--- src/hdl/dmpi_pkg.sv ---
// ----------------------------------------------------------------------------
// Dual motor PI drive package
// Widths, register indexes, reset values and the per-wheel arithmetic shared
// by the drive block.
// ----------------------------------------------------------------------------
`default_nettype none

package dmpi_pkg;

  // Accumulator and undervoltage trip settings
  localparam int ACCUM_WIDTH     = 32;
  localparam int UNDERVOLT_TICKS = 100;

  // Products are at most 29 bits signed; the sum gets two guard bits
  localparam int SUM_W = ((ACCUM_WIDTH > 28) ? ACCUM_WIDTH : 28) + 2;

  localparam logic signed [SUM_W-1:0] ACC_MAX =
    {{(SUM_W-ACCUM_WIDTH+1){1'b0}}, {(ACCUM_WIDTH-1){1'b1}}};
  localparam logic signed [SUM_W-1:0] ACC_MIN = ~ACC_MAX;

  localparam logic [7:0] UV_TRIP = 8'(UNDERVOLT_TICKS);

  // Configuration port
  localparam int CFG_DATA_W = 16;
  localparam int CFG_IDX_W  = 3;

  typedef enum logic [CFG_IDX_W-1:0] {
    REG_GAIN_P       = 3'd0,
    REG_GAIN_I       = 3'd1,
    REG_DRIVE_LIMIT  = 3'd2,
    REG_PWM_PERIOD   = 3'd3,
    REG_FORWARD_ONLY = 3'd4,
    REG_LOW_VOLT     = 3'd5,
    REG_SERVO_CENTER = 3'd6,
    REG_SERVO_SWING  = 3'd7
  } cfg_reg_t;

  // Register reset values
  localparam logic [9:0]  GAIN_P_RST       = 10'd20;
  localparam logic [9:0]  GAIN_I_RST       = 10'd30;
  localparam logic [15:0] DRIVE_LIMIT_RST  = 16'd6900;
  localparam logic [15:0] PWM_PERIOD_RST   = 16'd7200;
  localparam logic [11:0] LOW_VOLT_RST     = 12'd1110;
  localparam logic [15:0] SERVO_CENTER_RST = 16'd1500;
  localparam logic [14:0] SERVO_SWING_RST  = 15'd300;

  typedef logic signed [ACCUM_WIDTH-1:0] accum_t;
  typedef logic signed [16:0]            err_t;

  typedef struct packed {
    accum_t acc;
    err_t   err;
  } pi_res_t;

  typedef struct packed {
    logic [15:0] one;
    logic [15:0] two;
  } duty_t;

  // One incremental PI update with saturation
  function automatic pi_res_t pi_step(input accum_t acc, input err_t prev,
                                      input logic signed [15:0] meas,
                                      input logic signed [15:0] tgt,
                                      input logic [9:0] gp,
                                      input logic [9:0] gi);
    err_t                    e;
    logic signed [17:0]      de;
    logic signed [28:0]      prod_p;
    logic signed [28:0]      prod_i;
    logic signed [SUM_W-1:0] sum;
    pi_res_t                 res;
    e      = $signed({tgt[15], tgt}) - $signed({meas[15], meas});
    de     = $signed({e[16], e}) - $signed({prev[16], prev});
    prod_p = $signed({1'b0, gp}) * de;
    prod_i = $signed({1'b0, gi}) * e;
    sum    = SUM_W'(acc) + SUM_W'(prod_p) + SUM_W'(prod_i);
    if (sum > ACC_MAX) begin
      sum = ACC_MAX;
    end else if (sum < ACC_MIN) begin
      sum = ACC_MIN;
    end
    res.acc = sum[ACCUM_WIDTH-1:0];
    res.err = e;
    return res;
  endfunction

  // Clamp the drive and map it onto the two PWM channels
  function automatic duty_t drive_map(input accum_t d, input logic [15:0] lim,
                                      input logic [15:0] per, input logic fwd);
    accum_t             lim_s;
    accum_t             dc;
    logic signed [17:0] v;
    duty_t              res;
    lim_s = $signed({{(ACCUM_WIDTH-16){1'b0}}, lim});
    dc    = d;
    if (dc > lim_s) begin
      dc = lim_s;
    end
    if (dc < -lim_s) begin
      dc = -lim_s;
    end
    if (fwd && dc < 0) begin
      dc = '0;
    end
    if (dc < 0) begin
      v = $signed({2'b00, per}) + $signed({dc[16], dc[16:0]});
      res.one = (v < 0) ? 16'd0 : v[15:0];
      res.two = per;
    end else begin
      res.one = dc[15:0];
      res.two = 16'd0;
    end
    return res;
  endfunction

endpackage

`default_nettype wire

--- src/hdl/dual_motor_incremental_pi_drive.sv ---
// ----------------------------------------------------------------------------
// Dual motor incremental PI drive
// Two wheel PI speed loops, servo clamp and undervoltage stop, one tick per item.
// ----------------------------------------------------------------------------
// Path: an accepted item is held in the input register, and the result
// register loads from it as soon as the result slot is free.
// Throughput: one item per cycle while out_stall is low; the PI accumulators
// update in a single pass from the input register to the result register.
// Reset: gains and limits load their defaults, PI state clears, the drive
// starts stopped and both channels are empty.
`default_nettype none

module dual_motor_incremental_pi_drive
  import dmpi_pkg::*;
(
  input  wire logic                  clk,
  input  wire logic                  rst_n,
  // configuration
  input  wire logic                  cfg_we,
  input  wire logic [CFG_IDX_W-1:0]  cfg_index,
  input  wire logic [CFG_DATA_W-1:0] cfg_wdata,
  // input channel
  input  wire logic                  in_valid,
  output logic                       in_stall,
  input  wire logic signed [15:0]    in_speed_left,
  input  wire logic signed [15:0]    in_speed_right,
  input  wire logic signed [15:0]    in_target_left,
  input  wire logic signed [15:0]    in_target_right,
  input  wire logic [15:0]           in_servo_cmd,
  input  wire logic [11:0]           in_battery_level,
  input  wire logic                  in_stop_toggle,
  // result channel
  output logic                       out_valid,
  input  wire logic                  out_stall,
  output logic [15:0]                out_left_duty_one,
  output logic [15:0]                out_left_duty_two,
  output logic [15:0]                out_right_duty_one,
  output logic [15:0]                out_right_duty_two,
  output logic [15:0]                out_servo_duty,
  output logic                       out_halted
);

  // Configuration registers
  logic [9:0]  gain_p_r;
  logic [9:0]  gain_i_r;
  logic [15:0] drive_limit_r;
  logic [15:0] pwm_period_r;
  logic        forward_only_r;
  logic [11:0] low_volt_r;
  logic [15:0] servo_center_r;
  logic [14:0] servo_swing_r;

  // Input register
  logic                     in_valid_r;
  logic signed [15:0]       speed_left_r;
  logic signed [15:0]       speed_right_r;
  logic signed [15:0]       target_left_r;
  logic signed [15:0]       target_right_r;
  logic [15:0]              servo_cmd_r;
  logic [11:0]              battery_r;
  logic                     toggle_r;

  // Controller state
  accum_t     left_accum_r, left_accum_nxt;
  accum_t     right_accum_r, right_accum_nxt;
  err_t       left_prev_r, left_prev_nxt;
  err_t       right_prev_r, right_prev_nxt;
  logic [7:0] uv_count_r, uv_count_nxt;
  logic       stop_r, stop_nxt;

  // Result register
  logic        out_valid_r;
  logic [15:0] left_one_r, left_one_nxt;
  logic [15:0] left_two_r, left_two_nxt;
  logic [15:0] right_one_r, right_one_nxt;
  logic [15:0] right_two_r, right_two_nxt;
  logic [15:0] servo_r, servo_nxt;
  logic        halted_r, halted_nxt;

  logic out_free;
  logic advance;
  logic load_in;

  // Handshake: result slot frees when empty or taken
  assign out_free = !out_valid_r || !out_stall;
  assign advance  = in_valid_r && out_free;
  assign in_stall = in_valid_r && !out_free;
  assign load_in  = in_valid && !in_stall;

  // Configuration writes
  always_ff @(posedge clk) begin
    if (!rst_n) begin
      gain_p_r       <= GAIN_P_RST;
      gain_i_r       <= GAIN_I_RST;
      drive_limit_r  <= DRIVE_LIMIT_RST;
      pwm_period_r   <= PWM_PERIOD_RST;
      forward_only_r <= 1'b0;
      low_volt_r     <= LOW_VOLT_RST;
      servo_center_r <= SERVO_CENTER_RST;
      servo_swing_r  <= SERVO_SWING_RST;
    end else if (cfg_we) begin
      unique case (cfg_reg_t'(cfg_index))
        REG_GAIN_P:       gain_p_r       <= cfg_wdata[9:0];
        REG_GAIN_I:       gain_i_r       <= cfg_wdata[9:0];
        REG_DRIVE_LIMIT:  drive_limit_r  <= cfg_wdata;
        REG_PWM_PERIOD:   pwm_period_r   <= cfg_wdata;
        REG_FORWARD_ONLY: forward_only_r <= cfg_wdata[0];
        REG_LOW_VOLT:     low_volt_r     <= cfg_wdata[11:0];
        REG_SERVO_CENTER: servo_center_r <= cfg_wdata;
        REG_SERVO_SWING:  servo_swing_r  <= cfg_wdata[14:0];
        default: ;
      endcase
    end
  end

  // Capture an item into the input register
  always_ff @(posedge clk) begin
    if (!rst_n) begin
      in_valid_r <= 1'b0;
    end else if (!in_stall) begin
      in_valid_r <= in_valid;
    end
  end

  always_ff @(posedge clk) begin
    if (load_in) begin
      speed_left_r   <= in_speed_left;
      speed_right_r  <= in_speed_right;
      target_left_r  <= in_target_left;
      target_right_r <= in_target_right;
      servo_cmd_r    <= in_servo_cmd;
      battery_r      <= in_battery_level;
      toggle_r       <= in_stop_toggle;
    end
  end

  // One control tick: undervoltage check, PI update, output mapping
  always_comb begin
    logic [7:0]         uv_inc;
    logic               stop_now;
    pi_res_t            pl;
    pi_res_t            pr;
    duty_t              dl;
    duty_t              dr;
    logic signed [17:0] srv_lo;
    logic signed [17:0] srv_hi;
    logic signed [17:0] srv;

    uv_count_nxt = uv_count_r;
    stop_now     = stop_r;
    if (battery_r < low_volt_r) begin
      uv_inc = uv_count_r + 8'd1;
      if (uv_inc > UV_TRIP) begin
        uv_count_nxt = 8'd0;
        stop_now     = 1'b1;
      end else begin
        uv_count_nxt = uv_inc;
      end
    end else begin
      uv_inc = uv_count_r;
    end

    pl = pi_step(left_accum_r, left_prev_r, speed_left_r, target_left_r,
                 gain_p_r, gain_i_r);
    pr = pi_step(right_accum_r, right_prev_r, speed_right_r, target_right_r,
                 gain_p_r, gain_i_r);
    dl = drive_map(pl.acc, drive_limit_r, pwm_period_r, forward_only_r);
    dr = drive_map(pr.acc, drive_limit_r, pwm_period_r, forward_only_r);

    // Clamp the servo to centre plus or minus swing
    srv_lo = $signed({2'b00, servo_center_r}) - $signed({3'b000, servo_swing_r});
    srv_hi = $signed({2'b00, servo_center_r}) + $signed({3'b000, servo_swing_r});
    srv    = $signed({2'b00, servo_cmd_r});
    if (srv < srv_lo) begin
      srv = srv_lo;
    end
    if (srv > srv_hi) begin
      srv = srv_hi;
    end

    if (stop_now) begin
      // Hold PI state, zero the duties, centre the servo
      left_accum_nxt  = left_accum_r;
      right_accum_nxt = right_accum_r;
      left_prev_nxt   = left_prev_r;
      right_prev_nxt  = right_prev_r;
      left_one_nxt    = 16'd0;
      left_two_nxt    = 16'd0;
      right_one_nxt   = 16'd0;
      right_two_nxt   = 16'd0;
      servo_nxt       = servo_center_r;
      halted_nxt      = 1'b1;
    end else begin
      left_accum_nxt  = pl.acc;
      right_accum_nxt = pr.acc;
      left_prev_nxt   = pl.err;
      right_prev_nxt  = pr.err;
      left_one_nxt    = dl.one;
      left_two_nxt    = dl.two;
      right_one_nxt   = dr.one;
      right_two_nxt   = dr.two;
      servo_nxt       = srv[15:0];
      halted_nxt      = 1'b0;
    end

    // The key toggles run and stop after the outputs
    stop_nxt = stop_now ^ toggle_r;
  end

  // Advance controller state once per item
  always_ff @(posedge clk) begin
    if (!rst_n) begin
      left_accum_r  <= '0;
      right_accum_r <= '0;
      left_prev_r   <= '0;
      right_prev_r  <= '0;
      uv_count_r    <= 8'd0;
      stop_r        <= 1'b1;
    end else if (advance) begin
      left_accum_r  <= left_accum_nxt;
      right_accum_r <= right_accum_nxt;
      left_prev_r   <= left_prev_nxt;
      right_prev_r  <= right_prev_nxt;
      uv_count_r    <= uv_count_nxt;
      stop_r        <= stop_nxt;
    end
  end

  // Result register
  always_ff @(posedge clk) begin
    if (!rst_n) begin
      out_valid_r <= 1'b0;
    end else if (out_free) begin
      out_valid_r <= in_valid_r;
    end
  end

  always_ff @(posedge clk) begin
    if (advance) begin
      left_one_r  <= left_one_nxt;
      left_two_r  <= left_two_nxt;
      right_one_r <= right_one_nxt;
      right_two_r <= right_two_nxt;
      servo_r     <= servo_nxt;
      halted_r    <= halted_nxt;
    end
  end

  assign out_valid          = out_valid_r;
  assign out_left_duty_one  = left_one_r;
  assign out_left_duty_two  = left_two_r;
  assign out_right_duty_one = right_one_r;
  assign out_right_duty_two = right_two_r;
  assign out_servo_duty     = servo_r;
  assign out_halted         = halted_r;

`ifndef SYNTHESIS
  // A halted result drives no motor channel
  a_halted_zero: assert property (@(posedge clk) disable iff (!rst_n)
    (out_valid && out_halted) |->
      (out_left_duty_one == 16'd0 && out_left_duty_two == 16'd0 &&
       out_right_duty_one == 16'd0 && out_right_duty_two == 16'd0))
    else $error("halted result with non-zero duty");

  // Forward-only mode never selects the reverse channel
  a_fwd_only: assert property (@(posedge clk) disable iff (!rst_n)
    (out_valid && forward_only_r) |->
      (out_left_duty_two == 16'd0 && out_right_duty_two == 16'd0))
    else $error("reverse duty in forward-only mode");

  // The input side stalls only while an item waits in the input register
  a_stall_cause: assert property (@(posedge clk) disable iff (!rst_n)
    in_stall |-> (in_valid_r && out_valid_r && out_stall))
    else $error("input stalled without a blocked item");

  // Controller leaves reset stopped
  a_reset_stop: assert property (@(posedge clk)
    !rst_n |=> stop_r)
    else $error("drive not stopped after reset");
`endif

endmodule

`default_nettype wire

--- config.mk ---
export PLATFORM = sky130hd
export DESIGN_NAME = dual_motor_incremental_pi_drive
export DESIGN_NICKNAME = d
export VERILOG_FILES = /design/src/hdl/dmpi_pkg.sv /design/src/hdl/dual_motor_incremental_pi_drive.sv
export SDC_FILE = /design/constraint.sdc
export NUM_CORES = 2
export LEC_CHECK = 0
export BUFFER_PORTS_ARGS = -buffer_cell sky130_fd_sc_hd__clkbuf_2
export CAP_MARGIN = 20
export CORE_UTILIZATION = 51
export CTS_BUF_LIST = sky130_fd_sc_hd__clkbuf_2
export DETAILED_ROUTE_END_ITERATION = 8
export GPL_ROUTABILITY_DRIVEN = 0
export GPL_TIMING_DRIVEN = 1
export PLACE_DENSITY = 0.68
export SLEW_MARGIN = 20
export SYNTH_ARGS = -nofsm -noshare
export SYNTH_HDL_FRONTEND = slang
export SYNTH_SLANG_ARGS = --single-unit
--- constraint.sdc ---
create_clock -name clk -period 21.7 [get_ports clk]
set_clock_uncertainty 0.2 [all_clocks]
set_input_delay 2.17 -clock clk [delete_from_list [all_inputs] [get_ports clk]]
set_output_delay 2.17 -clock clk [all_outputs]
set_load 0.01 [all_outputs]
==> run metrics <==
outcome=complete, no violations; Final Hold Fails=0; Layout Utilization=55.1%; most common flop cell mapped by yosys=dfxtp_1; first-pass GRT wire length=241,000 µm; slowest stage delay, CP=620 ps; initial antenna violation count=12; Tmin final=20,660 ps; setup violators final=0; drt total wl=150,000 µm; chip height=326 µm; Mapped Nets=7,486; CP max-delay cell=fa_1; DP HPWL=118,000 µm; CP delay by family, top=compound AO/OA/AOI/OAI gates; worst min path class=reg -> reg; clk slew on worst S/H paths=100 ps; syn_area_per_cell=8.83 µm²; total die area=106,000 µm²; Worst Path Buf+Inv=9; post-synth top area cell=fa_1; top post-synthesis cells by area=fa_1 29%, ha_1 13%, edfxtp_1 9.8%; Critical Path Sink Type=flop; FF+latch count, synth=379; clock latency on the worst-skew pair=1350 ps; pin count of the biggest net entering global routing=101; Yosys warning count=0; Port-buffer cells=199; Cells after Synth=6,054; chip width=326 µm; IO Pins=200; TritonCTS Buffers=105; H-tree levels=3; synth unique cells=98; crit path DAT=21,460 ps; most used cell, CP=o21ai_0; final critical-path share of the clock period=95.2%; Core ar.=104,000 µm²; Max Clock Freq=0.0484 GHz; CP required=22,500 ps; Max Cap Viol=0; RSZ-0062 raised after global routing=no; Least-Margin Pin Slew=1130 ps; EDFF count, synth=174; Net count, final=7,643; commonest non-fill, non-tap cells in the layout=1,092 x inv_1, 790 x nand2_1, 778 x fa_1; asr flop ratio synth=0%; crit start category=flop; CTS Root Cell=clkbuf_2; sequential share of the synthesized area=17.4%; Vias/cell=5.58; Post-CTS Hold Fix Bufs=0; GRT Util Overall=28.8%; slew margin rel.=24.1%; share of cells above drive strength 1=8.47%; DR iter-0 viols=3,554; Crit Path Class=reg -> reg; Mapped Area=53,500 µm²; CTS tree=yes; worst-case clock buffer depth=3; crit path max fanout=26; routed len/inst=19.5 µm; commonest non-fill, non-tap cell in the layout=inv_1; row cnt=118; Initial Util=51.5%; CTS sink cnt=379; Residual DRC=0; 1st-pass router iterations=8; Layout area overhead=6.90%; Synth top area share=29.1%; worst hold margin=260 ps; max-slew violation count=0; Setup Total Neg Slack=0 ps; GR Overflow Total=0; DR vias=42,900; vias in the first global route=43,800; Antenna Nets Post-Route=0
-- per-stage QoR --
stage,std cells,worst slack [ps],area [µm²]
detailed placement,7480,267,56000
CTS,7677,215,57000
global route,7686,16.2,57200
global placement,7479,648,56000
floorplan,6054,3230,53500
finish,7687,1040,57200
-- cell type report --
type,instances,area (µm²)
sequential,379,9330
fill,9445,46600
timing repair buffer,292,1710
multi-input combinational,4338,39200
clock inverter,45,312
antenna,6,15.0
tap,1380,1730
clock buffer,152,761
inverter,1095,4120
-- registers in the layout, indices dropped and copies added (netlist names), 12 cells and up --
signal              count
drive_limit_r          16
target_right_r         16
out_left_duty_one      16
left_accum_r           32
pwm_period_r           16
out_right_duty_one     16
battery_r              12
servo_swing_r          15
target_left_r          16
out_right_duty_two     16
speed_left_r           16
out_servo_duty         16
speed_right_r          16
left_prev_r            17
servo_center_r         16
right_prev_r           17
out_left_duty_two      16
low_volt_r             12
servo_cmd_r            16
right_accum_r          32
-- cells by family (layout without fill, tap and decap cells) --
family	after synthesis	after routing	synth area share (%)
simple gates	1802	1802	15.7
fa+ha+maj	1315	1315	41.7
mux	31	31	0.601
buf+inv	1337	1584	9.50
other cells	0	6	0
compound gates	989	989	11.7
flops	379	379	17.4
xor+xnor	201	201	3.29
-- worst reg2reg max path: cells and delay by family, from the launching register on --
family / cells / cell delay [ps]
buffers and inverters: 9 / 1500
XOR/XNOR: 2 / 310
AO/OA/AOI/OAI: 39 / 8200
flip-flops: 1 / 380
adder cells (fa/ha/maj): 14 / 5590
AND/OR/NAND/NOR: 18 / 4190
-- what timing repair did --
item | 4_1_cts | 5_1_grt
setup endpoints to repair | 0 | 32
setup buffers | 0 | 4
gates resized for setup | 0 | 12
-- worst paths after layout --
kind | from | endpoint | slack, ps | cells after the start
setup / recovery | speed_left_r[0] | out_left_duty_one[9] | 1040 | 82
hold / removal | right_accum_r[1] | right_accum_r[1] | 260 | 2
setup reg to reg | speed_left_r[0] | out_left_duty_one[9] | 1040 | 82
hold reg to reg | right_accum_r[1] | right_accum_r[1] | 260 | 2
-- Yosys cell counts (13+ instances only) --
master,number
mux2i_1,22
inv_1,1093
a21o_1,87
buf_2,22
fa_1,778
edfxtp_1,174
nor4_1,14
a211oi_1,68
nor2_1,324
o211ai_1,42
and2_1,266
a21oi_1,342
nand2b_1,59
o22ai_1,37
xnor2_1,134
a31oi_1,23
ha_1,537
nor2b_1,84
nand3_1,64
o31ai_1,13
dfxtp_1,205
a211o_1,15
o21a_1,25
xor2_1,67
o21ai_0,178
a22oi_1,16
and3_1,36
a21boi_0,17
clkbuf_1,202
o21bai_1,30
nand2_1,790
or3_1,20
nor3_1,67
nand4_1,41
-- layer usage --
metal	track usage, %	share of wire [%]	vias up
met3	5.86	9.1	349
met2	43.6	43	1828
met1	40.9	44	20900
met4	10.0	3.6	12
li1	-	-	19800
met5	0	0.054	-
Power is not shown: default switching activity piles up to over one toggle a cycle in this logic, so the estimate is an artifact.
